===== src/rtl/core/csrsd_pkg.sv =====
`timescale 1ns / 1ps

package csrsd_pkg;

    // Field widths of the input and result words
    localparam int CMD_W  = 3;
    localparam int SLOT_W = 11;
    localparam int COL_W  = 10;
    localparam int VAL_W  = 16;
    localparam int RS_W   = 11;
    localparam int ROW_W  = 6;
    localparam int ACC_W  = 40;
    localparam int PROD_W = 2 * VAL_W;

    // One stored nonzero: column index over value
    localparam int ENTRY_W = COL_W + VAL_W;

    // Command codes
    localparam logic [CMD_W-1:0] CMD_LOAD_L_ENTRY = 3'd0;
    localparam logic [CMD_W-1:0] CMD_LOAD_L_START = 3'd1;
    localparam logic [CMD_W-1:0] CMD_LOAD_M_ENTRY = 3'd2;
    localparam logic [CMD_W-1:0] CMD_LOAD_M_START = 3'd3;
    localparam logic [CMD_W-1:0] CMD_QUERY        = 3'd4;

    // Accumulator limits
    localparam logic signed [ACC_W-1:0] ACC_MAX = {1'b0, {(ACC_W-1){1'b1}}};
    localparam logic signed [ACC_W-1:0] ACC_MIN = {1'b1, {(ACC_W-1){1'b0}}};

    typedef struct packed {
        logic [CMD_W-1:0]         command;
        logic [SLOT_W-1:0]        slot;
        logic [COL_W-1:0]         column;
        logic signed [VAL_W-1:0]  value;
        logic [RS_W-1:0]          row_start;
        logic [ROW_W-1:0]         row_p;
        logic [ROW_W-1:0]         row_q;
    } t_in_word;

    typedef struct packed {
        logic signed [ACC_W-1:0]  dot_product;
        logic                     saturated;
    } t_out_word;

    // Merge walker to multiply-accumulate unit
    typedef struct packed {
        logic clear;
        logic fire;
    } t_mac_ctl;

endpackage


===== src/rtl/core/csrsd_walk.sv =====
`timescale 1ns / 1ps

module csrsd_walk #(
    parameter int MAX_ROWS     = 64,
    parameter int MAX_NONZEROS = 1024,
    localparam int AW = (MAX_NONZEROS > 1) ? $clog2(MAX_NONZEROS) : 1,
    localparam int RW = $clog2(MAX_ROWS + 1),
    localparam int PW = $clog2(MAX_NONZEROS + 1)
) (
    input  logic                            i_clk,
    input  logic                            i_rst_n,
    input  logic                            i_start,
    input  logic [csrsd_pkg::ROW_W-1:0]     i_row_p,
    input  logic [csrsd_pkg::ROW_W-1:0]     i_row_q,
    input  logic [csrsd_pkg::RS_W-1:0]      i_l_rs,
    input  logic [csrsd_pkg::RS_W-1:0]      i_m_rs,
    input  logic [csrsd_pkg::COL_W-1:0]     i_l_col,
    input  logic [csrsd_pkg::COL_W-1:0]     i_m_col,
    input  logic                            i_out_free,
    output logic                            o_busy,
    output logic                            o_done,
    output logic [RW-1:0]                   o_l_rs_addr,
    output logic [RW-1:0]                   o_m_rs_addr,
    output logic [AW-1:0]                   o_l_ent_addr,
    output logic [AW-1:0]                   o_m_ent_addr,
    output csrsd_pkg::t_mac_ctl             o_mac
);

    localparam logic [2:0] ST_IDLE = 3'd0;
    localparam logic [2:0] ST_RS0  = 3'd1;
    localparam logic [2:0] ST_RS1  = 3'd2;
    localparam logic [2:0] ST_WALK = 3'd3;
    localparam logic [2:0] ST_DONE = 3'd4;

    logic [2:0]    r_state, n_state;
    logic          r_p_ok, n_p_ok;
    logic          r_q_ok, n_q_ok;
    logic [RW-1:0] r_p1, n_p1;
    logic [RW-1:0] r_q1, n_q1;
    logic [PW-1:0] r_li, n_li;
    logic [PW-1:0] r_lend, n_lend;
    logic [PW-1:0] r_mi, n_mi;
    logic [PW-1:0] r_mend, n_mend;

    logic p_ok, q_ok, run, col_eq, col_lt;

    // Clip a row start to the store size
    function automatic logic [PW-1:0] clip_pos(input logic [csrsd_pkg::RS_W-1:0] v);
        clip_pos = (32'(v) > MAX_NONZEROS) ? PW'(MAX_NONZEROS) : PW'(v);
    endfunction

    assign p_ok   = 32'(i_row_p) < MAX_ROWS;
    assign q_ok   = 32'(i_row_q) < MAX_ROWS;
    assign run    = (r_li < r_lend) && (r_mi < r_mend);
    assign col_eq = i_l_col == i_m_col;
    assign col_lt = i_l_col < i_m_col;

    // Sequence: fetch row starts, fetch row ends, merge, hand off
    always_comb begin
        n_state     = r_state;
        n_p_ok      = r_p_ok;
        n_q_ok      = r_q_ok;
        n_p1        = r_p1;
        n_q1        = r_q1;
        n_li        = r_li;
        n_lend      = r_lend;
        n_mi        = r_mi;
        n_mend      = r_mend;
        o_l_rs_addr = RW'(i_row_p);
        o_m_rs_addr = RW'(i_row_q);
        o_mac       = '0;
        o_done      = 1'b0;
        unique case (r_state)
            ST_IDLE: begin
                if (i_start) begin
                    n_p_ok      = p_ok;
                    n_q_ok      = q_ok;
                    n_p1        = RW'(32'(i_row_p) + 1);
                    n_q1        = RW'(32'(i_row_q) + 1);
                    o_mac.clear = 1'b1;
                    n_state     = ST_RS0;
                end
            end
            ST_RS0: begin
                o_l_rs_addr = r_p1;
                o_m_rs_addr = r_q1;
                n_li        = r_p_ok ? clip_pos(i_l_rs) : '0;
                n_mi        = r_q_ok ? clip_pos(i_m_rs) : '0;
                n_state     = ST_RS1;
            end
            ST_RS1: begin
                n_lend  = r_p_ok ? clip_pos(i_l_rs) : '0;
                n_mend  = r_q_ok ? clip_pos(i_m_rs) : '0;
                n_state = ST_WALK;
            end
            ST_WALK: begin
                if (run) begin
                    priority if (col_eq) begin
                        o_mac.fire = 1'b1;
                        n_li       = r_li + 1'b1;
                        n_mi       = r_mi + 1'b1;
                    end else if (col_lt) begin
                        n_li = r_li + 1'b1;
                    end else begin
                        n_mi = r_mi + 1'b1;
                    end
                end else begin
                    n_state = ST_DONE;
                end
            end
            ST_DONE: begin
                if (i_out_free) begin
                    o_done  = 1'b1;
                    n_state = ST_IDLE;
                end
            end
            default: begin
                n_state = ST_IDLE;
            end
        endcase
    end

    // Read the entries that the next cycle compares
    assign o_l_ent_addr = AW'(n_li);
    assign o_m_ent_addr = AW'(n_mi);
    assign o_busy       = r_state != ST_IDLE;

    always_ff @(posedge i_clk) begin
        if (!i_rst_n) begin
            r_state <= ST_IDLE;
        end else begin
            r_state <= n_state;
        end
        r_p_ok <= n_p_ok;
        r_q_ok <= n_q_ok;
        r_p1   <= n_p1;
        r_q1   <= n_q1;
        r_li   <= n_li;
        r_lend <= n_lend;
        r_mi   <= n_mi;
        r_mend <= n_mend;
    end

endmodule


===== config.mk =====
export PLATFORM = sky130hd
export DESIGN_NAME = csrsd_walk
export DESIGN_NICKNAME = d
export VERILOG_FILES = /design/src/rtl/core/csrsd_pkg.sv /design/src/rtl/core/csrsd_walk.sv
export SDC_FILE = /design/constraint.sdc
export NUM_CORES = 1
export LEC_CHECK = 0
export BUFFER_PORTS_ARGS = -buffer_cell sky130_fd_sc_hd__buf_2
export CORE_UTILIZATION = 25
export DETAILED_ROUTE_END_ITERATION = 12
export MAX_ROUTING_LAYER = met4
export SKIP_LAST_GASP = 1
export SLEW_MARGIN = 25
export SYNTH_ARGS = -nofsm -noshare
export SYNTH_HDL_FRONTEND = slang
export SYNTH_SLANG_ARGS = --single-unit

===== constraint.sdc =====
create_clock -name i_clk -period 9.5 [get_ports i_clk]
set_input_delay 1.425 -clock i_clk [delete_from_list [all_inputs] [get_ports i_clk]]
set_output_delay 1.425 -clock i_clk [all_outputs]
set_load 0.005 [all_outputs]

# Yosys cells after proc, flatten, opt, wreduce, memory -nomap -nowiden
# Cells that the tools add are included.
[word_totals] regBits=61 out_inout_bits=38
[classes] n_addsub=4 order_cmp=5 n_eq_ne=11 muxes=23 reduce_logical=8
[ops] operator="$mux W11" n=8
[ops] operator="$pmux W11 S2" n=2
[ops] operator="$add A11 B1 Y11 const B" n=2
[ops] operator="$gt A11 B11 Y1 const B" n=2
[ops] operator="$lt A11 B11 Y1" n=2
[ops] operator="$pmux W3 S5" n=1
[ops] operator="$add A6 B1 Y7 const B" n=2
[ops] operator="$mux W7" n=2
[ops] operator="$eq A10 B10 Y1" n=1
[ops] operator="$lt A10 B10 Y1" n=1
[ops] operator="$mux W3" n=3
[ops] operator="$reduce_and A3 Y1" n=3
[ops] operator="$ne A2 B2 Y1 const B" n=4
[ops] operator="$mux W1" n=7
[ops] operator="$eq A3 B2 Y1 const B" n=2
[ops] operator="$ne A3 B3 Y1 const B" n=2
[ops] operator="$eq A3 B1 Y1 const B" n=1
[ops] operator="$eq A3 B3 Y1 const B" n=1
[ops] operator="$logic_not A3 Y1" n=1
[ops] operator="$reduce_bool A3 Y1" n=1
[ops] operator="$reduce_and A2 Y1" n=1
[ops] operator="$reduce_bool A2 Y1" n=1
[ops] operator="$logic_and A1 B1 Y1" n=1

# Depth between registers and ports, before layout
[logic_depth] ltp_word=5 mapped_depth=12 mapped_depth_nobuf=9

# Worst setup path after synthesis
# OpenSTA, ideal clock, no wires.
[synth_timing] kind="in2out" start="input i_m_col[4] (netlist name)" end="output o_m_ent_addr[6]" arrival_time_ns=3.383 path_slack_ns=4.692 cell_stages=12 path_buffers=3 cell_sequence="inv_1 ha_1 and4_1 o21a_1 o31ai_1 and3b_1 buf_4 or2_1 buf_6 nor2_1 or3_1 buf_4"
[synth_between] elab_chain_len=5 elab_cells_between_ends=6
[synth_rtl] item="from (decl)" line_no="csrsd_walk.sv:18" source="input logic [csrsd_pkg::COL_W-1:0] i_m_col,"
[synth_rtl] item="$lt A10 B10 Y1" line_no="csrsd_walk.sv:56" source="assign col_lt = i_l_col < i_m_col;"
[synth_rtl] item="$mux W11" line_no="csrsd_walk.sv:102" source="end else if (col_lt) begin"
[synth_rtl] item="$mux W11 *" line_no="csrsd_walk.sv:98" source="priority if (col_eq) begin"
[synth_rtl] item="$mux W11 *" line_no="csrsd_walk.sv:97" source="if (run) begin"
[synth_rtl] item="$pmux W11 S2 *" line_no="csrsd_walk.sv:73" source="unique case (r_state)"
[synth_rtl] item="to (decl)" line_no="csrsd_walk.sv:25" source="output logic [AW-1:0] o_m_ent_addr,"
# Mark *: on every way between the ends. The rest lies on a longest branch, timed or not. The select of a mux whose other input is x is not followed.

# Final worst setup path
[layout_timing] start="input i_l_col[4] (netlist name)" end="output o_m_ent_addr[6]"
[layout_between] elab_chain_len=5 elab_cells_between_ends=6
[layout_rtl] item="from (decl)" line_no="csrsd_walk.sv:17" source="input logic [csrsd_pkg::COL_W-1:0] i_l_col,"
[layout_rtl] item="$lt A10 B10 Y1" line_no="csrsd_walk.sv:56"
[layout_rtl] item="$mux W11" line_no="csrsd_walk.sv:102"
[layout_rtl] item="$mux W11 *" line_no="csrsd_walk.sv:98"
[layout_rtl] item="$mux W11 *" line_no="csrsd_walk.sv:97"
[layout_rtl] item="$pmux W11 S2 *" line_no="csrsd_walk.sv:73"
# Marks and branches as above.

==> reports/results.ini <==
[place]
place_area_um2=4663
port_buffers=95
hpwl_um=8221
routabilityCongestion=0.7720

[drt]
drcViolationCount=0
drt_iter0_markers=120
viasPerCell=4.643
wl_per_cell_um=14.53
vias=3510
final_antenna_net_count=0
drt_first_pass_iters=4
routed_wl_um=10980

[cts]
cts_tree=done
cts_buffers=9
ctsHoldBuffers=0
post_cts_buffers=0
cts.clk_slew.worst_paths_ns=0.05
insertion_delay_ns=0.33
cts_max_path_buffers=2
cts-root-buf=clkbuf_16
clock_sinks=61
ctsResizeCount=0
h-tree-depth=3

[pwr]
power_frac_comb=0.336
swShare=0.3678
power.net_switching_uw=401.1
max-vdd-ir-drop_v=0.00006567
p_leak_uw=0.002147
p_int_uw=689.3
p_seq_frac=0.381
clkPwrFrac=0.283
power.density_nw_per_um2=220.6

[yosys]
yosys_warnings=0
synth_cell_types=55
synth_edf_count=38
synth_seq_cells=61
synth_area_per_cell_um2=8.872
synth_async_sr_flop_share=0
syn_inst=462
ys_seq_area_frac=0.3907
syn_area_um2=4099
syn_nets=554
synth-main-ff-cell=edfxtp_1

[floorplan]
core_region_area_um2=15940
die-height_um=130.0
row_count=46
die_w_um=130.0
initial_utilization=0.2571
die_area_um2=16910
ioPinCount=96

[hold_path]
hold_start=r_li[3]
worstHoldPathType=reg -> reg

[cells_and_area]
fill_cells=1718
design_area_um2=4942
insertedDiodeCount=0
layout-drive-gt1-share=0.2352
regArea_um2=1602
syn2layout_area_growth_pct=20.57
multi_input_area_um2=2125
layout.nets=627

[critical_path]
r2r_slack_ns=6.60
path_class=in -> out
startpoint=i_l_col[4]
cp.arrival_ns=4.00
worstReg2RegStart=r_li[10]
worst-endpoint-required_ns=8.08
critPathCaptureType=primary output
path_max_fanout=11
startpoint_type=input port

[grt]
grt_remaining_overflow=0
grt_pass1_wl_um=17560
grt_pass1_vias=3345
antenna_found_initial=0
grt_use_total=0.1414
grt_max_degree=29

[sta]
setup_tns_ns=0
rsz0062_at_grt=no
finClkSkew_ns=0.005387
max_freq_mhz=184.2
holdWs_ns=0.6072
worst_pin_slew_ns=0.9811
period_needed_ns=5.427
relSlewSlack=0.3459
final-hold-violation-count=0
setup_viol=0
final_max_slew_viol_count=0
fin_crit_sh=0.5713

[run]
max-cap-violations=0

[run_status]
status=finished, final reports clean

## state kept, by name, summed over array words and instances (netlist names)
name	flops
r_lend	11
r_li	11
r_mend	11
r_mi	11
r_p1	7
r_q1	7
r_state	3
## per-stage QoR
stage / cells / total power, uW / util / setup slack [ns]
floorplan: 462 / 690.8 / - / 4.692
global placement: 740 / 786.5 / 0.2925 / 4.103
detailed placement: 740 / 790.2 / 0.2925 / 4.077
CTS: 756 / 1103 / 0.3100 / 4.063
finish: 756 / 1090 / 0.3100 / 4.073
global route: 756 / 1175 / 0.3100 / 3.894
## critical path: stages
cell and delay, ns:
buf_2 0.10, ha_1 0.31, and4_1 0.21, o21a_1 0.10, o31ai_1 0.39, and3b_1 0.41
or2_1 0.43, nor2_1 0.09, or3_1 0.39, buf_2 0.14
## synthesized netlist by cell type, types with 8 or more instances
cell / instances / share of area
nand4_1: 8 / 0.012
o22ai_1: 9 / 0.014
nand2_1: 66 / 0.060
a21oi_1: 26 / 0.032
nand3_1: 20 / 0.024
ha_1: 34 / 0.10
o21ai_0: 8 / 0.0098
mux2i_1: 8 / 0.020
nor2_1: 21 / 0.019
nor2b_1: 26 / 0.040
inv_1: 36 / 0.033
nor3_1: 15 / 0.018
dfxtp_1: 23 / 0.11
edfxtp_1: 38 / 0.28
clkbuf_1: 15 / 0.014
buf_4: 21 / 0.038
and3_1: 9 / 0.014
## cell families after synthesis
logic type,after synthesis,synth area share
adder cells (fa/ha/maj),34,0.1038
buffers and inverters,77,0.09218
flip-flops,61,0.3907
AND/OR/NAND/NOR,192,0.2454
multiplexers,8,0.01954
XOR/XNOR,10,0.02137
AO/OA/AOI/OAI,80,0.1270
## layout make-up
cell class,count,share of cell area
Multi-Input combinational cell,324,0.4299
Clock buffer,12,0.05190
Clock inverter,4,0.004557
Tap cell,216,0.05468
Sequential cell,61,0.3241
Timing Repair Buffer,102,0.1068
Inverter,37,0.02810
## power by group through the flow
stage / clock network, uW / registers [uW] / logic, uW
after floorplan: 0 / 396 / 295
after global placement: 0 / 418 / 368
after detailed placement: 0 / 419 / 372
after CTS: 316 / 414 / 374
after global routing: 330 / 427 / 419
final: 309 / 415 / 366
## path summary, 6_finish.rpt
path,endpoint,depth (start not counted)
hold / removal,r_li[3],2
hold reg to reg,r_li[3],2
setup / recovery,o_m_ent_addr[6],10
setup reg to reg,r_mi[6],8
## layout by cell type (no fill, tap or decap), types with 4 or more instances in the layout
cell / count
buf_4: 7
nor2_1: 21
nor3_1: 14
o21ai_0: 8
nand2_1: 66
dfxtp_1: 23
a221o_1: 4
nand3_1: 20
o22ai_1: 9
ha_1: 34
edfxtp_1: 38
inv_1: 36
clkbuf_16: 9
o31ai_1: 5
a22oi_1: 6
nand4_1: 8
xor2_1: 4
and3_1: 9
nor2b_1: 26
a21oi_1: 26
mux2i_1: 8
buf_2: 95
nor4_1: 6
xnor2_1: 6
## routing by layer
layer / global-route usage / up-vias / routed length [um]
met2: 0.2140 / 104 / 4960
li1: - / 1771 / -
met3: 0.03034 / 15 / 573
met4: 0.05814 / 0 / 236
met5: - / - / 0
met1: 0.1821 / 1620 / 5213
(Power assumes the default switching activity.)
