### src/rtl/core/csrsd_pkg.sv
`timescale 1ns / 1ps

package csrsd_pkg;

    // Field widths of the input and result words
    localparam int CMD_W  = 3;
    localparam int SLOT_W = 11;
    localparam int COL_W  = 10;
    localparam int VAL_W  = 16;
    localparam int RS_W   = 11;
    localparam int ROW_W  = 6;
    localparam int ACC_W  = 40;
    localparam int PROD_W = 2 * VAL_W;

    // One stored nonzero: column index over value
    localparam int ENTRY_W = COL_W + VAL_W;

    // Command codes
    localparam logic [CMD_W-1:0] CMD_LOAD_L_ENTRY = 3'd0;
    localparam logic [CMD_W-1:0] CMD_LOAD_L_START = 3'd1;
    localparam logic [CMD_W-1:0] CMD_LOAD_M_ENTRY = 3'd2;
    localparam logic [CMD_W-1:0] CMD_LOAD_M_START = 3'd3;
    localparam logic [CMD_W-1:0] CMD_QUERY        = 3'd4;

    // Accumulator limits
    localparam logic signed [ACC_W-1:0] ACC_MAX = {1'b0, {(ACC_W-1){1'b1}}};
    localparam logic signed [ACC_W-1:0] ACC_MIN = {1'b1, {(ACC_W-1){1'b0}}};

    typedef struct packed {
        logic [CMD_W-1:0]         command;
        logic [SLOT_W-1:0]        slot;
        logic [COL_W-1:0]         column;
        logic signed [VAL_W-1:0]  value;
        logic [RS_W-1:0]          row_start;
        logic [ROW_W-1:0]         row_p;
        logic [ROW_W-1:0]         row_q;
    } t_in_word;

    typedef struct packed {
        logic signed [ACC_W-1:0]  dot_product;
        logic                     saturated;
    } t_out_word;

    // Merge walker to multiply-accumulate unit
    typedef struct packed {
        logic clear;
        logic fire;
    } t_mac_ctl;

endpackage

### src/rtl/core/csrsd_mac.sv
`timescale 1ns / 1ps

module csrsd_mac (
    input  logic                                   i_clk,
    input  logic                                   i_rst_n,
    input  csrsd_pkg::t_mac_ctl                    i_ctl,
    input  logic signed [csrsd_pkg::VAL_W-1:0]     i_l_val,
    input  logic signed [csrsd_pkg::VAL_W-1:0]     i_m_val,
    output logic signed [csrsd_pkg::ACC_W-1:0]     o_acc,
    output logic                                   o_sat
);

    localparam int AW = csrsd_pkg::ACC_W;
    localparam int PW = csrsd_pkg::PROD_W;

    logic                 r_prod_valid;
    logic signed [PW-1:0] r_prod;
    logic signed [AW-1:0] r_acc;
    logic                 r_sat;

    logic signed [PW-1:0] prod;
    logic        [AW:0]   sum;
    logic                 ovf;
    logic signed [AW-1:0] n_acc;

    assign prod = i_l_val * i_m_val;

    // Add with one guard bit, clip on overflow
    always_comb begin
        sum   = {r_acc[AW-1], r_acc} + {{(AW + 1 - PW){r_prod[PW-1]}}, r_prod};
        ovf   = sum[AW] != sum[AW-1];
        n_acc = ovf ? (sum[AW] ? csrsd_pkg::ACC_MIN : csrsd_pkg::ACC_MAX)
                    : sum[AW-1:0];
    end

    // Register the product of a matched pair
    always_ff @(posedge i_clk) begin
        if (!i_rst_n) begin
            r_prod_valid <= 1'b0;
        end else begin
            r_prod_valid <= i_ctl.fire;
        end
        if (i_ctl.fire) begin
            r_prod <= prod;
        end
    end

    // Accumulate, clear at the start of a query
    always_ff @(posedge i_clk) begin
        if (!i_rst_n) begin
            r_acc <= '0;
            r_sat <= 1'b0;
        end else if (i_ctl.clear) begin
            r_acc <= '0;
            r_sat <= 1'b0;
        end else if (r_prod_valid) begin
            r_acc <= n_acc;
            r_sat <= r_sat | ovf;
        end
    end

    assign o_acc = r_acc;
    assign o_sat = r_sat;

endmodule

### config.mk
export PLATFORM = sky130hd
export DESIGN_NAME = csrsd_mac
export DESIGN_NICKNAME = d
export VERILOG_FILES = /design/src/rtl/core/csrsd_pkg.sv /design/src/rtl/core/csrsd_mac.sv
export SDC_FILE = /design/constraint.sdc
export NUM_CORES = 1
export LEC_CHECK = 0
export BUFFER_PORTS_ARGS = -buffer_cell sky130_fd_sc_hd__buf_2
export CAP_MARGIN = 20
export CORE_MARGIN = 4
export CORE_UTILIZATION = 55
export CTS_CLUSTER_DIAMETER = 40
export DETAILED_ROUTE_END_ITERATION = 8
export GPL_TIMING_DRIVEN = 0
export PLACE_DENSITY = 0.8
export SYNTH_ARGS = -nofsm -noshare
export SYNTH_HDL_FRONTEND = slang
export SYNTH_SLANG_ARGS = --single-unit
### constraint.sdc
create_clock -name i_clk -period 7.1 [get_ports i_clk]
set_input_delay 0 -clock i_clk [delete_from_list [all_inputs] [get_ports i_clk]]
set_output_delay 0 -clock i_clk [all_outputs]
set_load 0.02 [all_outputs]
## Yosys cells after proc, flatten, opt, wreduce, memory -nomap -nowiden

Index checks and enable logic that the tools add are counted.

| operators by class | value |
|---|---|
| multiplexer cells | 2 |
| $add $sub $neg | 1 |
| equal/unequal tests | 1 |
| multipliers | 1 |
| bitwise gates (word level) | 2 |
| reduce and logical (&&, ||, !) cells | 1 |

Operator list:

| operator | number |
|---|---|
| 40-bit 2-to-1 mux | 2 |
| 40-bit by 32-bit adder with 41-bit output | 1 |
| 16-bit by 16-bit multiplier with 32-bit output | 1 |
| 2-bit OR reduction | 1 |
| 1-bit inequality test | 1 |
| 1-bit NOT | 1 |
| 1-bit bitwise OR | 1 |

| word-level totals | value |
|---|---|
| word-level logic and storage cells | 12 |
| output and inout bits | 41 |
| register bits after elaboration | 74 |
| input port bits | 36 |

## Depth between registers and ports, before layout

Gate-level depths: netlist of run 1.

| logic depth | value |
|---|---|
| depth in word-level cells | 3 |
| gate-level depth with buffers | 25 |
| mapped depth without buffers | 24 |

## Worst setup path after synthesis of run 1

OpenSTA, ideal clock, no wires.

| path | value |
|---|---|
| path type | input -> register |
| start | input i_m_val[7] (netlist name) |
| end | register r_prod[28], data pin |
| path slack | 1.287 ns |
| path buffers | 1 |
| stages | 24 |
| arrival time | 5.554 ns |
| required time | 6.841 ns |
| cells stage by stage | clkbuf_1 -> nand2_1 -> fa_1 -> inv_1 -> fa_1 -> inv_1 -> fa_1 -> inv_1 -> fa_1 -> fa_1 -> inv_1 -> fa_1 -> inv_1 -> ha_1 -> a21o_1 -> a21o_1 -> a2111oi_0 -> o211a_1 -> nor2_1 -> a41oi_1 -> a21oi_1 -> a21o_1 -> a21oi_1 -> xnor2_1 |

| on the way | value |
|---|---|
| longest elaborated chain between the ends | 1 |

RTL lines:

| item | RTL line | source |
|---|---|---|
| start, declared | csrsd_mac.sv:8 | `input logic signed [csrsd_pkg::VAL_W-1:0] i_m_val,` |
| 16-bit by 16-bit multiplier with 32-bit output | csrsd_mac.sv:26 | `assign prod = i_l_val * i_m_val;` |
| via prod[28] | csrsd_mac.sv:21 | `logic signed [PW-1:0] prod;` |
| end signal, assigned | csrsd_mac.sv:44 | `r_prod <= prod;` |
| end, declared | csrsd_mac.sv:17 | `logic signed [PW-1:0] r_prod;` |

The timed path passes the listed nets, and every way through them passes these cells.
A chain may end at the register's enable or synchronous reset.

## Worst setup path in the final report of run 1

| path | value |
|---|---|
| start | input i_m_val[3] (netlist name) |
| end | register r_prod[28], data pin |

Same word-level chain as after synthesis.

==> impl_metrics.tcl, run 1 <==
set metrics [dict create \
    cts_tree "yes" \
    yosys.area.top_type "fa_1" \
    grt_max_degree 34 \
    fmax_mhz 150 \
    async_flop_share_pct 0 \
    required_ns 7.18 \
    synthAdderAreaFrac_pct 47.1 \
    ant_nets 0 \
    cts_inserted_buffers 9 \
    finalWirelength_um 36100 \
    grt.total_usage_pct 25.5 \
    io_pins 77 \
    synthCells 1599 \
    avgSynthCellArea_sq_um 9.03 \
    dieWidth_um 170 \
    cts_num_sinks 74 \
    yosys.area_share.xor_xnor_pct 4.13 \
    clockBufferDepth 2 \
    nNetsFinal 2107 \
    status "complete, no violations" \
    h-tree-depth 3 \
    slew_headroom_pct 48.8 \
    chipHeight_um 170 \
    antenna_found_initial 0 \
    place_congestion 0.943 \
    dp_hpwl_um 29900 \
    routedWlPerCell_um 17.8 \
    start_util_pct 55.7 \
    synth_top_family_by_area "adder cells" \
    vias 11500 \
    cp.arrival_ns 6.73 \
    synth_top_area_share_pct 36.5 \
    synth_seq_area_share_pct 12.5 \
    tns_ns 0 \
    drv_cap 0 \
    crit_chain "buf_2 -> clkbuf_1 -> nand2_1 -> fa_1 -> fa_1 -> fa_1 -> inv_1 -> fa_1 -> fa_1 -> inv_1 -> fa_1 -> inv_1 -> ha_1 -> a21o_1 -> a21o_1 -> a2111oi_0 -> o211a_1 -> nor2_1 -> a41oi_1 -> a21oi_1 -> a21o_1 -> a21oi_1 -> xnor2_1" \
    layout_min_cycle_time_ns 6.65 \
    yosys.area_share.simple_pct 15.2 \
    cp_max_fo 10 \
    hp-class "in2reg" \
    fin_crit_sh_pct 93.6 \
    synth-edff-count 32 \
    finalSetupViolations 0 \
    max_stage_delay_ns 0.58 \
    hold_depth 3 \
    viasPerCell 5.66 \
    synth_fp_nets 2020 \
    drive_gt1_share_pct 6.39 \
    synth.area.top_cells "fa_1 36%, ha_1 11%, inv_1 7.4%" \
    grt_remaining_overflow 0 \
    drc_errors 0 \
    core_area_sq_um 25900 \
    r2r-start "r_prod[1]" \
    synth_mux_area_share_pct 0.208 \
    clock_latency_ns 0.34 \
    crit_type "in2reg" \
    min_to "o_acc[39]" \
    synth_ff_type "dfxtp_1" \
    drt_iter0_markers 1011 \
    startpoint_type "input port" \
    cts_setup_buffers 0 \
    slew_violations 0 \
    finClkSkew_ns 0.00763 \
    row_count 59 \
    path_clk_slew_ns 0.06 \
    regToRegEndpoint "o_acc[6]" \
    crit_path_top_delay_cell "clkbuf_1" \
    rrSetupSlack_ns 3.14 \
    cts_resized 0 \
    ff2ff_path_depth 13 \
    io_buffer_count 76 \
    rsz0062_at_grt "no" \
    ys_types 57 \
    synth-compound-area-share_pct 11.7 \
    syn_to_final_growth_pct 7.97 \
    ys_seq_elements 74 \
    die-area_sq_um 28900 \
    grt_pass1_vias 11800 \
    root_buffer "clkbuf_16" \
    min_from "i_ctl[1]" \
    crit_path_frequent_cell "fa_1" \
    cp-end-kind "flip-flop" \
    mappedNetlistArea_sq_um 14400 \
    grt_first_pass_wirelength_um 59000 \
    firstDrtPassIters 5 \
    worst_slew_pin_slew_ns 0.768 \
    yosys_warnings 0 \
    hold_violations 0 \
    antenna_cells 0 \
]
-- kinds of logic after synthesis --
group,count (synthesis)
mux,3
buf+inv,343
compound gates,276
xor+xnor,68
simple gates,450
fa+ha+maj,385
flops,74
-- synth_stat cells, types with 12 or more instances --
| library cell | n |
|---|---|
| dfxtp_1 | 42 |
| xor2_1 | 22 |
| clkbuf_1 | 49 |
| nor2_1 | 54 |
| ha_1 | 122 |
| nand4_1 | 13 |
| o21ai_0 | 74 |
| inv_1 | 284 |
| a21o_1 | 41 |
| fa_1 | 263 |
| nand2b_1 | 16 |
| nand2_1 | 191 |
| a21oi_1 | 97 |
| nand3_1 | 12 |
| and2_1 | 133 |
| edfxtp_1 | 32 |
| xnor2_1 | 46 |
-- area by class of cell --
class	count	area [sq um]
clock inverter	6	115
multi-input combinational	1182	11300
fill	2221	10300
timing repair buffer	77	390
buffer	58	256
clock buffer	10	229
sequential	74	1800
inverter	284	1070
tap	335	419
-- per-layer routing --
layer  GRT usage [%]  wire [um]
met5               0          0
met4            8.78       1300
met3            4.00       3060
met2            42.7      17300
met1            34.1      14400
-- per-stage QoR --
stage	hold slack (ns)	utilization, %	instance area [sq um]	setup slack (ns)	instances
floorplan	0.112	-	14400	1.29	1599
global placement	0.230	58.8	15200	0.119	2010
detailed placement	0.234	58.8	15200	0.0134	2010
CTS	0.0374	60.2	15600	0.361	2027
global route	0.0955	60.1	15600	0.180	2026
finish	0.0546	60.1	15600	0.453	2026
-- flip-flops by register name, indices dropped and copies added, names as in the netlist --
name and flops:
o_sat 1, r_prod 32, o_acc 40, r_prod_valid 1
-- how the worst max path moves through the flow --
stage,slack [ns],from,end,depth (start not counted)
after floorplan,1.29,i_m_val[7],r_prod[28],24
after global placement,0.12,i_m_val[1],r_prod[28],23
after detailed placement,0.01,i_m_val[1],r_prod[31],23
after CTS,0.36,i_m_val[1],r_prod[31],23
after global routing,0.18,i_m_val[2],r_prod[31],23
final,0.45,i_m_val[3],r_prod[28],23
-- critical path, delay by kind of cell --
family / cells / cell delay, ns
adders and majority gates: 7 / 3.35
xor gates and xnor gates: 1 / 0.10
AOI/OAI and AO/OA: 8 / 2.05
and+or+nand+nor: 2 / 0.24
buffers and inverters: 5 / 0.98
-- what timing repair did --
item | in CTS | in global routing
setup endpoints to repair | 0 | 1
hold buffers | 1 | 0
hold endpoints to repair | 1 | 0
-- cells in the final DEF (no fill, tap or decap), types with 41 or more instances in the layout --
cell / n
nand2_1: 191
dfxtp_1: 42
and2_1: 133
ha_1: 122
buf_2: 80
nor2_1: 54
inv_1: 284
a21o_1: 41
fa_1: 263
a21oi_1: 97
xnor2_1: 46
clkbuf_1: 49
o21ai_0: 74
Power of run 1 is not shown: default switching activity piles up to over one toggle a cycle in this logic, so the estimate is an artifact.
==> run 2, diff against run 1 <==
--- a/config.mk
+++ b/config.mk
@@ -7,12 +7,14 @@
 export LEC_CHECK = 0
 export BUFFER_PORTS_ARGS = -buffer_cell sky130_fd_sc_hd__buf_2
 export CAP_MARGIN = 20
+export CELL_PAD_IN_SITES_DETAIL_PLACEMENT = 1
+export CELL_PAD_IN_SITES_GLOBAL_PLACEMENT = 2
 export CORE_MARGIN = 4
-export CORE_UTILIZATION = 55
+export CORE_UTILIZATION = 30
 export CTS_CLUSTER_DIAMETER = 40
 export DETAILED_ROUTE_END_ITERATION = 8
 export GPL_TIMING_DRIVEN = 0
-export PLACE_DENSITY = 0.8
+export PLACE_DENSITY = 0.71
 export SYNTH_ARGS = -nofsm -noshare
 export SYNTH_HDL_FRONTEND = slang
 export SYNTH_SLANG_ARGS = --single-unit
==> run 2 against run 1 <==
Critical path depth rose by 2. Global-route usage is 8.3 points lower. Die area increased by 79%.
==> impl_metrics.tcl, run 2 (synthesis results as in run 1) <==
set metrics [dict create \
    grt.total_usage_pct 17.2 \
    fin_crit_sh_pct 94.3 \
    io_pins 77 \
    required_ns 7.17 \
    fmax_mhz 149 \
    h-tree-depth 3 \
    place_congestion 0.852 \
    antenna_cells 0 \
    nNetsFinal 2101 \
    finalSetupViolations 0 \
    drive_gt1_share_pct 6.71 \
    final_common_cell "inv_1" \
    finClkSkew_ns 0.00993 \
    grt_first_pass_wirelength_um 69700 \
    rsz0062_at_grt "no" \
    dieWidth_um 227 \
    syn_to_final_growth_pct 10.3 \
    crit_path_top_delay_cell "fa_1" \
    firstDrtPassIters 4 \
    ant_nets 0 \
    crit_type "in2reg" \
    crit_path_frequent_cell "fa_1" \
    drv_cap 0 \
    drt_iter0_markers 340 \
    cts_tree "yes" \
    hp-class "in2reg" \
    cts_inserted_buffers 9 \
    grt_pass1_vias 12500 \
    most-common-layout-cells "284 x inv_1, 262 x fa_1, 191 x nand2_1" \
    cp_max_fo 10 \
    grt_remaining_overflow 0 \
    startpoint_type "input port" \
    start_util_pct 30.3 \
    hold_slack_ns 0.0953 \
    slew_violations 0 \
    worst_slew_pin_slew_ns 0.768 \
    fillers 5625 \
    layout_min_cycle_time_ns 6.69 \
    io_buffer_count 76 \
    chipHeight_um 227 \
    path_clk_slew_ns 0.06 \
    row_count 80 \
    root_buffer "clkbuf_16" \
    grt_max_degree 34 \
    viasPerCell 4.78 \
    die-area_sq_um 51700 \
    cp.arrival_ns 6.76 \
    dp_hpwl_um 36900 \
    status "complete, no violations" \
    slew_headroom_pct 48.8 \
    routedWlPerCell_um 18.5 \
    hold_violations 0 \
    cts_num_sinks 74 \
    core_area_sq_um 47600 \
    drc_errors 0 \
    largest_reg_flops 40 \
    cp-end-kind "flip-flop" \
    clock_latency_ns 0.35 \
    max_stage_delay_ns 0.57 \
    cts_setup_buffers 0 \
    antenna_found_initial 1 \
    vias 11000 \
    rrSetupSlack_ns 3.12 \
    clockBufferDepth 2 \
    finalWirelength_um 42600 \
]
-- run 2: cell types whose count changed in the layout (fill, tap and decap cells not counted), sizes merged --
cell | previous run | this run
bufinv | 3 | 1
clkbuf | 58 | 56
clkinv | 2 | 0
-- run 2: what timing repair did --
action / in CTS / in global routing
hold buffers: 1 / 0
gates resized for setup: 0 / 7
setup endpoints to repair: 0 / 5
endpoints found under the hold margin: 1 / 0
-- run 2: worst paths after layout --
kind	from	end	cells after the start
max	i_m_val[7]	r_prod[28]	25
min reg2reg	o_sat	o_sat	1
min	i_ctl[1]	o_acc[39]	3
max reg2reg	r_prod[1]	o_acc[11]	13
-- run 2: worst max-delay path: cells and delay by family --
kind / cells / cell delay, ns
AOI/OAI and AO/OA: 8 / 2.06
xor gates and xnor gates: 1 / 0.13
adders and majority gates: 7 / 3.33
buffers and inverters: 7 / 0.98
and+or+nand+nor: 2 / 0.26
-- run 2: final cells by class --
type                            instances  area, sq um  share of cell area [%]
Timing Repair Buffer                   77          390                    2.45
Inverter                              284         1070                    6.70
Clock inverter                          2         37.5                   0.236
Buffer                                 52          238                    1.49
Clock buffer                           14          308                    1.93
Multi-Input combinational cell       1182        11300                    71.0
Sequential cell                        74         1800                    11.3
Tap cell                              615          769                    4.83
-- run 2: per-stage QoR --
step / area [sq um] / TNS (ns) / setup slack (ns) / cells / util [%]
floorplan: 14400 / 0 / 1.29 / 1599 / -
global placement: 15600 / -0.375 / -0.196 / 2290 / 32.7
detailed placement: 15600 / -0.808 / -0.296 / 2290 / 32.7
CTS: 15900 / 0 / 0.0627 / 2307 / 33.5
global route: 15900 / 0 / 0.0108 / 2300 / 33.4
finish: 15900 / 0 / 0.406 / 2300 / 33.4
-- run 2: per-layer routing --
| metal | global-route usage (%) | up-vias | routed length (um) |
|---|---|---|---|
| li1 | - | 5216 | - |
| met1 | 25.0 | 5614 | 20900 |
| met2 | 28.6 | 146 | 19900 |
| met3 | 1.48 | 22 | 1250 |
| met4 | 3.20 | 0 | 491 |
| met5 | 0 | - | 0 |
Power of run 2 is left out for the same reason.
