### src/rtl/core/csrsd_ram.sv
`timescale 1ns / 1ps

module csrsd_ram #(
    parameter int WIDTH = 8,
    parameter int DEPTH = 16,
    localparam int AW   = (DEPTH > 1) ? $clog2(DEPTH) : 1
) (
    input  logic             i_clk,
    input  logic             i_we,
    input  logic [AW-1:0]    i_waddr,
    input  logic [WIDTH-1:0] i_wdata,
    input  logic [AW-1:0]    i_raddr,
    output logic [WIDTH-1:0] o_rdata
);

    logic [WIDTH-1:0] r_mem [DEPTH];
    logic [WIDTH-1:0] r_rdata;

    // Write one entry, read one entry with registered data
    always_ff @(posedge i_clk) begin
        if (i_we) begin
            r_mem[i_waddr] <= i_wdata;
        end
        r_rdata <= r_mem[i_raddr];
    end

    assign o_rdata = r_rdata;

endmodule

### config.mk
export PLATFORM = sky130hd
export DESIGN_NAME = csrsd_ram
export DESIGN_NICKNAME = d
export VERILOG_FILES = /design/src/rtl/core/csrsd_ram.sv
export SDC_FILE = /design/constraint.sdc
export NUM_CORES = 1
export LEC_CHECK = 0
export BUFFER_PORTS_ARGS = -buffer_cell sky130_fd_sc_hd__clkbuf_2
export CORE_MARGIN = 5
export CORE_UTILIZATION = 55
export DETAILED_ROUTE_END_ITERATION = 6
export GPL_TIMING_DRIVEN = 1
export PLACE_DENSITY = 0.81
export SLEW_MARGIN = 20
export SYNTH_ARGS = -nofsm -noshare
export SYNTH_HDL_FRONTEND = slang
export SYNTH_SLANG_ARGS = --single-unit
### constraint.sdc
create_clock -name i_clk -period 2.1 [get_ports i_clk]
set_input_delay 0.105 -clock i_clk [delete_from_list [all_inputs] [get_ports i_clk]]
set_output_delay 0.105 -clock i_clk [all_outputs]
set_load 0.05 [all_outputs]
Yosys cells after proc, flatten, opt, wreduce, memory -nomap -nowiden
Memories as Yosys holds them, arrays and structs flattened. A register that Yosys moved wholly into a read port is not among the register bits.
Index checks and enable logic that the tools add are counted.
W data, S select, Z words.
{"block": "totals", "output_inout_bits": 8, "mem_bits_rw": 128, "word_cells": 3, "input_bits": 18, "register_bits": 0, "mem_count": 1}
{"block": "op_classes", "muxes": 2}
{"name": "r_mem", "words": 16, "word_bits": 8, "rd": 1, "rd_clocked_by_memory_dff": 1, "wr": 1, "line_no": "16", "rtl": "logic [WIDTH-1:0] r_mem [DEPTH];"}
{"op": "$mux W1", "count": 2}

Logic depth before layout (Yosys ltp)
Gate-level depths: netlist of run 1.
{"block": "logic_depth", "ltp_word": 2, "ltp_mapped": 5, "ltp_nobuf": 3}

Worst setup path before layout of run 1
No wires, ideal clock.
{"block": "synth_path", "kind": "input -> register", "from": "input i_waddr[2]", "to": "memory r_mem[0][0], enable pin", "required_ns": 1.717, "path_slack_ns": 0.502, "setup_ns": 0.383, "stages": 2, "arrival_time_ns": 1.215, "n_path_buf": 0, "path_cell_list": "or3b_2 -> nor3_1"}
{"element": "start: declaration", "line_no": "10", "rtl": "input logic [AW-1:0] i_waddr,"}
{"element": "end: declaration", "line_no": "16"}
Straight into the memory's write port.

==> out/summary.md, run 1 <==
Setup repair after global routing left no endpoint under its margin. Of the total power, registers draw 49.9%. STA classifies the critical path startpoint as a register.

The wire-length estimate of the detail-placed layout is 6200 um. In this run the tightest slew margin relative to its limit is 52.9%. The total area inside the core boundary comes to 9200 sq um. The clock passes through at most 2 buffers. At the end of the flow, the number of nets in the layout was 300.

The logs give 2490 ps for the required time at the worst-slack endpoint and 229 for the post-synthesis instance total. Cells with a size suffix above 1 make up 32.2% of the layout. The number of antenna violations at the first check in global routing is 0, and the count of pins over their slew limit is 0. The total overflow left after global routing is 0. Prior to clock tree synthesis, the placed netlist has a worst setup slack of 521 ps.

The floorplan die height is 107 um. Entering global routing, the biggest net connects 33 pins. The slowest cell on the critical path was sky130_fd_sc_hd__mux4_2. The cell area after synthesis came out at 5150 sq um. In this run the horizontal extent of the chip is 107 um. Final clock period utilization by the worst path: 66.0%.

The worst hold path belongs to the class primary input to register. Largest area contributor in the netlist: sky130_fd_sc_hd__edfxtp_1. The worst setup path is of the register to register kind. The clock latency on the worst-skew pair is 510 ps, and the via count of the routed design is 2470. The synthesized design devotes to its leading area cell type 74.7% of total area.

Clock root buffer master: sky130_fd_sc_hd__clkbuf_8. In this design, the stage delay of the slowest critical-path cell is 470 ps. The run gives 0 as the number of design rule violations left after detail routing. Dividing the detail-routed wire length by the instance count gives 24.5 um.

Counting flops and latches in the post-synthesis netlist gives 136. The family of cells with the greatest summed delay on the critical path was multiplexers. Derived from the worst setup path, the maximum achievable clock frequency is 0.722 GHz. In this run the power spent charging and discharging nets is 1.38 mW.

The final count of negative-setup-slack endpoints was 0; the layout overhead on the synthesized area was 17.5%. Combinational logic is responsible for 5.6% of the overall power. Worst reg2reg path startpoint: r_mem[10][7]$_DFFE_PP_.

The mean number of vias per cell is 6.08, and the total nets after synthesis is 247. The number of hold buffers added after CTS was 0. After synthesis, the mean cell area works out to 22.5 sq um. The number of buffers inserted by port buffering is 25, and the number of max-cap violations is 0. The filler cells instantiated in the layout total 591.

The worst-case IR drop observed on VDD is 0.000586 V. The wire length of the first global-routing pass is 15600 um, and the slew at the pin closest to its max-slew limit is 705 ps. The number of H-tree levels was 4; the worst path setup slack after routing was 714 ps. The run gives 0 as the post-detailed-route count of antenna-violating nets. The run gives 2.07 nW as the static power due to leakage.

The total power of the final layout was 6.12 mW. The largest fanout on the critical path is 1. The antenna diode count was 0; the count of clock tree sinks was 136. For the via count of the first global-routing pass, the log shows 2643. The worst setup skew after layout came out at 13.5 ps.

The tools report the total die area as 11400 sq um. After clock tree synthesis, the clock-pin slew on the worst setup and hold paths is 60 ps. The run gives 44.5% as the share of total power in the clock network.

Dividing total power by cell area gives a power density of 1010 nW/um^2. The tools report the source of the critical timing path as r_mem[10][7]$_DFFE_PP_. For the row count, the log shows 35. The tools report the type of destination of the critical path as a register. Before antenna repair, the detailed router went through 4 iterations. The initial utilization of the core area, before any placement, comes to 56.0%.

The final layout contains routed wiring with a total length of 9950 um. The run gives 0 ps as the total negative setup slack. Data arrives at the worst endpoint at 1770 ps. The flow ran to the end, and the final reports show no timing, DRC or antenna violations. TritonCTS built the clock tree. Portion of the post-synthesis area used by sequential elements: 77.8%. In the post-synthesis netlist, the biggest area contributors are sky130_fd_sc_hd__edfxtp_1 75%, sky130_fd_sc_hd__mux4_2 7.9%, sky130_fd_sc_hd__mux4_1 7.1%, sky130_fd_sc_hd__dfxtp_1 3.1%, sky130_fd_sc_hd__a22oi_1 2.3%. For the distinct cell type count of the synthesized netlist, the log shows 19. After clock tree synthesis, the setup repair step added 0 buffers. Cell internal power was estimated by the tool at 4.74 mW.

The TritonCTS buffer count is 17, and the number of primary I/O pins is 26. The switching portion of total power was 22.5%. The quantity of gates resized following cts came out at 0.

For this run, the total global-route usage over all layers was measured as 19.7%. The number of buffers and inverters on the critical path is 0. The startpoint identified for the worst hold timing path is i_wdata[5]. The warning count from the yosys run was 0.

The logs give 0.729 for the global placement routability congestion and 209 for the violation count after the first detailed-route iteration. Walking the worst path, the cells encountered are mux4_2 -> a22oi_1 -> nand2_1. The post-layout minimum cycle time is 1390 ps, and the worst hold slack after final layout is 19.2 ps. The tools report the count of endpoints failing hold in the final timing report as 0.
sequential cells by signal, indices dropped and copies added, names as in the netlist:
signal,cells
o_rdata,8
r_mem,128
cells in the mapped netlist, drive strengths merged:
| cell | count |
|---|---|
| buf | 7 |
| nand3 | 1 |
| nor2b | 1 |
| and2 | 1 |
| nand2 | 9 |
| or3b | 1 |
| dfxtp | 8 |
| mux4 | 32 |
| edfxtp | 128 |
| and2b | 1 |
| nor2 | 13 |
| nand3b | 2 |
| nor3 | 4 |
| clkdlybuf4s25 | 3 |
| nand2b | 2 |
| a22oi | 16 |
through the flow:
stage                     util, %  cells  instance area (sq um)
after floorplan                 -    229                   5150
after global placement       59.7    374                   5490
after detailed placement     59.7    374                   5490
after CTS                    65.8    406                   6050
after global routing         65.8    406                   6050
final                        65.8    406                   6050
power by group through the flow:
| stage | Clock (mW) | Combinational, mW | Sequential, mW |
|---|---|---|---|
| floorplan | 0 | 0.154 | 3.17 |
| global placement | 0 | 0.327 | 3.11 |
| detailed placement | 0 | 0.340 | 3.11 |
| CTS | 2.77 | 0.344 | 3.06 |
| global route | 2.90 | 0.366 | 3.06 |
| finish | 2.72 | 0.340 | 3.05 |
cell families (layout without fill, tap and decap cells):
| kind of cell | after synthesis | count (layout) | synth area share (%) |
|---|---|---|---|
| AND/OR/NAND/NOR | 35 | 35 | 3.18 |
| buffers and inverters | 10 | 76 | 1.68 |
| multiplexers | 32 | 32 | 15.0 |
| AO/OA/AOI/OAI | 16 | 16 | 2.33 |
| flip-flops | 136 | 136 | 77.8 |
placed cells by master (no fill, tap or decap), drive strengths merged, types with 2 or more instances in the layout:
master and count:
buf 19, nand2b 2, inv 5, nand3b 2, mux4 32, edfxtp 128, dfxtp 8, nor2 13
nand2 9, clkinvlp 5, a22oi 16, clkbuf 42, clkinv 4, nor3 4
per-layer routing:
layer	GRT usage (%)	vias to the layer above	share of wire, %
li1	-	1081	-
met1	26.0	1260	40
met2	32.0	118	51
met3	3.67	11	6.5
met4	9.04	0	1.7
met5	0	-	0
area by class of cell:
type	count	area, sq um	share of cell area (%)
sequential	136	4000	66.2
multi-input combinational	83	1060	17.5
clock buffer	17	414	6.85
timing repair buffer	44	293	4.84
clock inverter	15	143	2.36
tap	111	139	2.30
path summary, 6_finish.rpt:
path / slack [ps] / to / cells past startpoint
setup / recovery: 710 / o_rdata[7]$_DFF_P_ / 3
hold / removal: 20 / r_mem[4][5]$_DFFE_PP_ / 1
hold reg to reg: 670 / o_rdata[4]$_DFF_P_ / 3
setup reg to reg: 710 / o_rdata[7]$_DFF_P_ / 3
Power figures use the tool's default switching activity.
==> inputs of run 2 (changes only) <==
==> constraint.sdc (replaced) <==
create_clock -name i_clk -period 1.3 [get_ports i_clk]
set_input_delay 0.065 -clock i_clk [delete_from_list [all_inputs] [get_ports i_clk]]
set_output_delay 0.065 -clock i_clk [all_outputs]
set_load 0.05 [all_outputs]
==> run 2 against run 1 <==
  * Non-clock buffer count grew 17
  * Register-to-register slack worse by 700 ps
  * Sequential cell count is the same
  * Setup slack got worse by 700 ps
  * Critical path depth is the same
  * Count of clock-buffer cells in the layout up 2
  * Routed wire length up 6.1%
  * Fmax is 7.5% higher
  * Die area did not move
  * Largest power group unchanged
==> out/summary.md, run 2 (same netlist as run 1, synthesis figures left out) <==
The flow ran to the end, and the final reports show no timing, DRC or antenna violations. The worst min-delay path class was primary input to register. The worst setup slack before clock tree synthesis was -196 ps (-717 ps). The largest fanout on the critical path is 1 (unchanged). The tools report the number of primary I/O pins as 26 (unchanged). The most critical setup path has its startpoint at r_mem[0][6]$_DFFE_PP_.

For the reg-to-reg setup timing slack, the log shows 10 ps (-700 ps). The mean number of vias per cell works out to 5.99 (-1.6%). Row count: 35 (unchanged). The tools report the worst reg2reg path startpoint as r_mem[0][6]$_DFFE_PP_. The worst setup path is launched from a register. The required time at the worst-slack endpoint was 1700 ps (-790 ps).

STA classifies the critical path endpoint as a register. The total power density per cell area works out to 1630 nW/um^2 (+61%). The logs give 0 (unchanged) for the post-CTS setup repair buffer count and 48.3% (-1.6 points) for the share of total power in sequential cells. The proportion of layout cells with a drive suffix above 1 is 38.8% (+6.6 points). The run gives 6470 um (+4.4%) as the sum of net half-perimeters after detailed placement.

TritonCTS built the clock tree. The total global routing overflow was 0 (unchanged). The tree is rooted in a sky130_fd_sc_hd__clkbuf_8.

The layout overhead on the synthesized area is 21.8%. The antenna diode count is 0 (unchanged). The most common library cell in the layout ignoring fill and taps is sky130_fd_sc_hd__edfxtp_1. The tools report the starting density of the core as 56.0% (unchanged).

The worst path setup slack after routing was 11.2 ps (-703 ps); the violation count after the first detailed-route iteration was 279 (+33%). The run gives 510 ps (about the same) as the clock latency on the worst-skew pair. The number of design rule violations left after detail routing was 0 (unchanged); the worst endpoint data arrival time was 1690 ps (-80 ps). The via count of the routed design is 2532 (+2.5%). The logs give 317 (+5.7%) for the number of nets at the end of the flow and 149 ps (+129 ps) for the worst hold slack after final layout. The final count of negative-setup-slack endpoints was 0 (unchanged). Endpoint of the worst-slack reg-to-reg timing path: o_rdata[6]$_DFF_P_. The overall track demand over capacity in global routing is 20.3% (+0.60 points). The first-pass iteration count of the detailed router was 4 (unchanged). The via count of the first global-routing pass is 2715 (+2.7%), and the worst setup skew after layout is 6.16 ps (-7.38 ps). The count of pins over their slew limit is 0 (unchanged). The peak clock frequency supported by timing was 0.776 GHz (+7.5%).

The critical path is of the register to register type. The run gives 0 (unchanged) as the number of antenna violations at the first check in global routing. Setup repair after global routing could not meet its margin everywhere. The logs give 6.1% (+0.5 points) for the proportion of power drawn by combinational gates and 0 (unchanged) for the number of max-cap violations. The post-layout minimum cycle time works out to 1290 ps (-97.1 ps). The critical path ends at o_rdata[6]$_DFF_P_. Clock-pin transition on the worst setup and hold timing paths: 60 ps (about the same). The count of clock tree sinks is 136 (unchanged), and the number of H-tree levels is 4 (unchanged).

The library cells used most frequently in the layout, excluding fill and tap cells, are 128 x sky130_fd_sc_hd__edfxtp_1, 27 x sky130_fd_sc_hd__mux4_2, 25 x sky130_fd_sc_hd__clkbuf_2. The die extent in x was 107 um (unchanged). The tools report the overall routed net length as 10600 um (+6.1%). The worst relative slew slack was 37.6% (-15 points). The mean routed wirelength per cell came out at 25.0 um (+1.8%). The internal cell power is 8.10 mW (+71%). The net switching power is 2.12 mW (+54%), and the buffer levels on the longest clock path is 2 (unchanged). The post-detailed-route count of antenna-violating nets was 0 (unchanged); the wire length of the first global-routing pass was 16200 um (+3.8%). For the worst supply voltage drop on vdd, the log shows 0.00101 V (+73%). The register ranked first by flip-flop count is r_mem.

The tools report the TritonCTS buffer count as 17 (unchanged). The length in cells of the worst reg-to-reg path came out at 3 (unchanged). The static power due to leakage is 2.14 nW (+3.3%). The tools report the total die area as 11400 sq um (unchanged).

The final clock period utilization by the worst path came out at 99.1% (+33 points). The count of endpoints failing hold in the final timing report is 0 (unchanged). The number of buffers inserted by port buffering was 25 (unchanged). The maximum number of pins on one net before global-route repair was 17 (-48%); the share of total power in the clock network was 45.6% (+1.1 points).

The run gives 5590 sq um (+1.8%) as the instance area after placement. The logs give 9200 sq um (unchanged) for the placeable core region and 6270 sq um (+3.6%) for the final non-filler cell area. The slew at the pin closest to its max-slew limit was 933 ps (+227 ps). The global placement routability congestion was 0.808 (+11%); the switching portion of total power was 20.8% (-1.7 points).

The floorplan die height is 107 um (unchanged). The flip-flop count of the largest register after layout was 128 (unchanged).
## run 2: cell count changes in the layout (fill, tap and decap cells not counted), moves of 5 or more
cell / change
sky130_fd_sc_hd__dlygate4sd3_1: +8
sky130_fd_sc_hd__inv_6: -5
sky130_fd_sc_hd__a22oi_1: -9
sky130_fd_sc_hd__a22oi_2: +9
sky130_fd_sc_hd__mux4_1: -9
sky130_fd_sc_hd__mux4_2: +9
sky130_fd_sc_hd__buf_4: +7
## run 2: power by group through the flow
stage | clock network (mW) | logic (mW) | registers, mW
finish | 4.66 | 0.625 | 4.94
global route | 4.93 | 0.664 | 4.94
CTS | 4.73 | 0.626 | 4.94
detailed placement | 0 | 0.577 | 5.03
global placement | 0 | 0.557 | 5.02
floorplan | 0 | 0.249 | 5.12
## run 2: final cells by class
cell class                      instances  area (sq um)
Fill cell                             564          2930
Timing Repair Buffer                   61           465
Clock inverter                         13           155
Clock buffer                           19           432
Tap cell                              111           139
Sequential cell                       136          4000
Multi-Input combinational cell         83          1070
## run 2: worst min-delay path by stage
| stage | start | slack, ps | cells after the start | endpoint |
|---|---|---|---|---|
| final | i_waddr[0] | 150 | 3 | r_mem[4][3]$_DFFE_PP_ |
| after global routing | i_waddr[0] | 150 | 3 | r_mem[0][0]$_DFFE_PP_ |
| after CTS | i_waddr[0] | 130 | 3 | r_mem[4][3]$_DFFE_PP_ |
| after detailed placement | i_wdata[5] | 510 | 1 | r_mem[6][5]$_DFFE_PP_ |
| after global placement | i_wdata[5] | 460 | 1 | r_mem[6][5]$_DFFE_PP_ |
| after floorplan | i_wdata[0] | 160 | 0 | r_mem[0][0]$_DFFE_PP_ |
## run 2: what timing repair did
item	CTS	global route
hold endpoints to repair	128	0
resized for setup	15	3
setup endpoints to repair	8	7
hold buffers	8	0
pin swaps	2	8
## run 2: per-layer routing
layer,wire [um],track usage [%],up-vias
met4,173,7.12,0
li1,-,-,1106
met5,0,0,-
met2,5380,33.5,113
met3,763,5.18,15
met1,4240,26.4,1298
## run 2: worst max-delay path, stage by stage, from the launching register on
cell and delay, ps:
sky130_fd_sc_hd__edfxtp_1 410, sky130_fd_sc_hd__mux4_2 500, sky130_fd_sc_hd__a22oi_2 190, sky130_fd_sc_hd__nand2_1 60
## run 2: metrics by stage
step / power (mW) / instances / utilization, % / TNS (ps)
floorplan: 5.37 / 229 / - / -863
global placement: 5.57 / 383 / 60.8 / -1050
detailed placement: 5.60 / 383 / 60.8 / -1940
CTS: 10.3 / 423 / 68.2 / 0
global route: 10.5 / 423 / 68.2 / -45.4
finish: 10.2 / 423 / 68.2 / 0
==> inputs of run 3 (changes only) <==
--- a/config.mk
+++ b/config.mk
@@ -6,6 +6,7 @@
 export NUM_CORES = 1
 export LEC_CHECK = 0
 export BUFFER_PORTS_ARGS = -buffer_cell sky130_fd_sc_hd__clkbuf_2
+export CAP_MARGIN = 20
 export CORE_MARGIN = 5
 export CORE_UTILIZATION = 55
 export DETAILED_ROUTE_END_ITERATION = 6
==> constraint.sdc (replaced) <==
create_clock -name i_clk -period 1.3 [get_ports i_clk]
set_input_delay 0.26 -clock i_clk [delete_from_list [all_inputs] [get_ports i_clk]]
set_output_delay 0.26 -clock i_clk [all_outputs]
set_load 0.05 [all_outputs]
==> run 3 against run 2 <==
  * The flow now finishes with violations (negative setup slack)
  * Register-to-register slack worse by 40 ps
  * Cell count fell by 1.4%
  * Global-route usage up 0.21 points
  * Sequential share of layout area down 0.62 points
  * Clock skew is 0.52 ps lower
  * Power is 0.32% lower
  * Count of clock-buffer cells in the layout shrank 1
  * Hold slack gained 24 ps
  * Critical path depth is the same
  * Die area is the same
  * Critical endpoint is now o_rdata[2]$_DFF_P_
==> out/summary.md, run 3 (same netlist as run 1, synthesis figures left out) <==
The mean routed wirelength per cell is 25.3 um (+1.4%). The antenna diode count is 0 (unchanged). For the number of hold buffers added after cts, the log shows 0 (-8). Final clock period utilization by the worst path: 102% (+3.3 points). The tools report the clock latency on the worst-skew pair as 520 ps (about the same).

The checks that failed: negative setup slack. Setup repair after global routing could not meet its margin everywhere. The run gives -31.4 ps (-42.6 ps) as the worst path setup slack after routing.

Leaving out fill and tap cells, the most frequent cell in the layout is sky130_fd_sc_hd__edfxtp_1. The required time at the worst-slack endpoint is 1690 ps (about the same), and the worst setup skew after layout is 5.64 ps (-0.517 ps). The global placement routability congestion was 0.752 (-6.9%); the via count of the first global-routing pass was 2661 (-2.0%).

The die extent in x was 107 um (unchanged). Maximum number of pins on one net before global-route repair: 20 (+3). The hold path endpoint is r_mem[3][0]$_DFFE_PP_. The run gives 26 (unchanged) as the number of primary I/O pins. Floorplan die height: 107 um (unchanged). The TritonCTS buffer count was 17 (unchanged). The biggest cell delay along the critical path is 530 ps (+30 ps), and the number of filler cells placed in the layout is 541 (-4.1%). The run finished, with violations left. For the number of antenna violations at the first check in global routing, the log shows 0 (unchanged).

The post-CTS setup repair buffer count was 0 (unchanged). The length in cells of the worst reg-to-reg path came out at 3 (unchanged). The instance count along the most critical hold path was 1 (-2); the post-detailed-route count of antenna-violating nets was 0 (unchanged). The tools report the static power due to leakage as 2.14 nW (+0.29%). Final non-filler cell area: 6340 sq um (+1.2%). The row count is 35 (unchanged). The startpoint identified for the worst hold timing path is i_wdata[0]. The total power of the final layout was 10.2 mW (-0.32%); the overall routed net length was 10500 um (about the same).

The worst relative slew slack came out at 39.4% (+1.9 points). The post-layout minimum cycle time was 1330 ps (+42.6 ps); the number of H-tree levels was 4 (unchanged). The wire length of the first global-routing pass is 16200 um (about the same). Total die area: 11400 sq um (unchanged). The critical path goes through mux4_2 -> a22oi_2 -> nand2_1. The number of nets at the end of the flow is 311 (-1.9%). The logs give 20.5% (+0.21 points) for the overall track demand over capacity in global routing and 1720 ps (+30 ps) for the worst endpoint data arrival time.

The run gives 56.0% (unchanged) as the starting density of the core. Type of destination of the critical path: a register. The sum of net half-perimeters after detailed placement came out at 6340 um (-2.1%). The sort of element at the start of the critical path is a register.

Worst min-delay path class: primary input to register. The count of pins over their slew limit is 0 (unchanged). The register with the most flip-flops in the final layout is r_mem.

The run gives 0.000713 V (-30%) as the worst supply voltage drop on vdd. In this run the critical register-to-register path is captured at o_rdata[2]$_DFF_P_. The mean number of vias per cell was 6.13 (+2.4%). For the number of max-cap violations, the log shows 0 (unchanged).

The critical setup path kind was register to register. The total negative setup slack came out at -85.6 ps (-85.6 ps). The total power density per cell area was 1610 nW/um^2 (-1.5%).

The run gives 276 (-1.1%) as the violation count after the first detailed-route iteration. The slew at the pin closest to its max-slew limit was 906 ps (-26.3 ps). The top cell types in the final layout, fill and taps aside, are 128 x sky130_fd_sc_hd__edfxtp_1, 31 x sky130_fd_sc_hd__mux4_2, 23 x sky130_fd_sc_hd__buf_4.

The layout overhead on the synthesized area was 23.2%. The number of buffers inserted by port buffering works out to 25 (unchanged). The tools report the final count of negative-setup-slack endpoints as 5 (+5). The run gives 5 (+1) as the first-pass iteration count of the detailed router.

The run gives 9200 sq um (unchanged) as the placeable core region. In this run the critical register-to-register path is launched from r_mem[7][2]$_DFFE_PP_. The flip-flop count of the largest register after layout was 128 (unchanged); the clock-pin transition on the worst setup and hold timing paths was 60 ps (about the same). The proportion of layout cells with a drive suffix above 1 was 45.1% (+6.3 points).

The total global routing overflow was 0 (unchanged); the count of endpoints failing hold in the final timing report was 0 (unchanged). The tools report the clock root buffer master as sky130_fd_sc_hd__clkbuf_8. For the buffer levels on the longest clock path, the log shows 2 (unchanged).

TritonCTS built the clock tree. The largest fanout on the critical path is 1 (unchanged), and the peak clock frequency supported by timing is 0.751 GHz (-3.2%). The instance area after placement was 5630 sq um (+0.76%). For the count of clock tree sinks, the log shows 136 (unchanged). The logs give -30 ps (-40 ps) for the reg-to-reg setup timing slack and 0 (unchanged) for the number of design rule violations left after detail routing. On the critical path, the stage with the largest delay is an instance of sky130_fd_sc_hd__mux4_2. The run gives 2557 (+0.99%) as the via count of the routed design. The quantity of gates resized following cts was 31 (+16).
[run 3: cell types whose count changed in the layout (fill, tap and decap cells not counted), sizes merged]
cell,change
clkinvlp,-1
inv,+1
dlygate4sd3,-8
buf,+6
clkbuf,-5
clkinv,+2
bufinv,-1
[run 3: area by class of cell]
type / instances / area (sq um) / share of cell area (%)
Tap cell: 111 / 139 / 2.19
Sequential cell: 136 / 4010 / 63.3
Clock inverter: 14 / 153 / 2.41
Multi-Input combinational cell: 83 / 1070 / 16.9
Clock buffer: 18 / 418 / 6.59
Timing Repair Buffer: 55 / 547 / 8.62
[run 3: routing by layer]
layer / routed length, um / GRT usage (%) / part of all wire (%) / vias to the layer above
met5: 0 / 0 / 0 / -
met4: 195 / 8.13 / 1.8 / 0
met3: 667 / 4.88 / 6.3 / 16
met2: 5470 / 33.4 / 52 / 129
met1: 4220 / 26.9 / 40 / 1312
li1: - / - / - / 1100
[run 3: critical path, delay by kind of cell (launching register included)]
family,cells,cell delay [ps]
compound gates,1,180
mux,1,530
flops,1,380
simple gates,1,120
[run 3: worst max-delay path by stage]
stage	from	to	slack, ps	cells after the start
6_report	r_mem[7][2]$_DFFE_PP_	o_rdata[2]$_DFF_P_	-30	3
4_1_cts	o_rdata[7]$_DFF_P_	o_rdata[7]	-20	1
2_1_floorplan	i_waddr[2]	r_mem[0][0]$_DFFE_PP_	-60	2
3_5_place_dp	i_raddr[0]	o_rdata[3]$_DFF_P_	-370	5
3_3_place_gp	i_raddr[0]	o_rdata[3]$_DFF_P_	-320	5
5_1_grt	r_mem[3][5]$_DFFE_PP_	o_rdata[5]$_DFF_P_	-80	3
[run 3: stage by stage]
stage               setup slack, ps  util, %  instances  hold WS, ps
global placement               -320     61.3        385          648
floorplan                     -63.0        -        229          359
global route                  -81.5     69.0        417          171
CTS                           -24.3     68.9        417          144
detailed placement             -366     61.3        385          654
finish                        -31.4     69.0        417          172
[run 3: report_power, final]
part	switching, mW	internal (mW)	total, mW
clock	1.80	2.74	4.54
sequential	0.0497	4.91	4.96
combinational	0.384	0.309	0.692
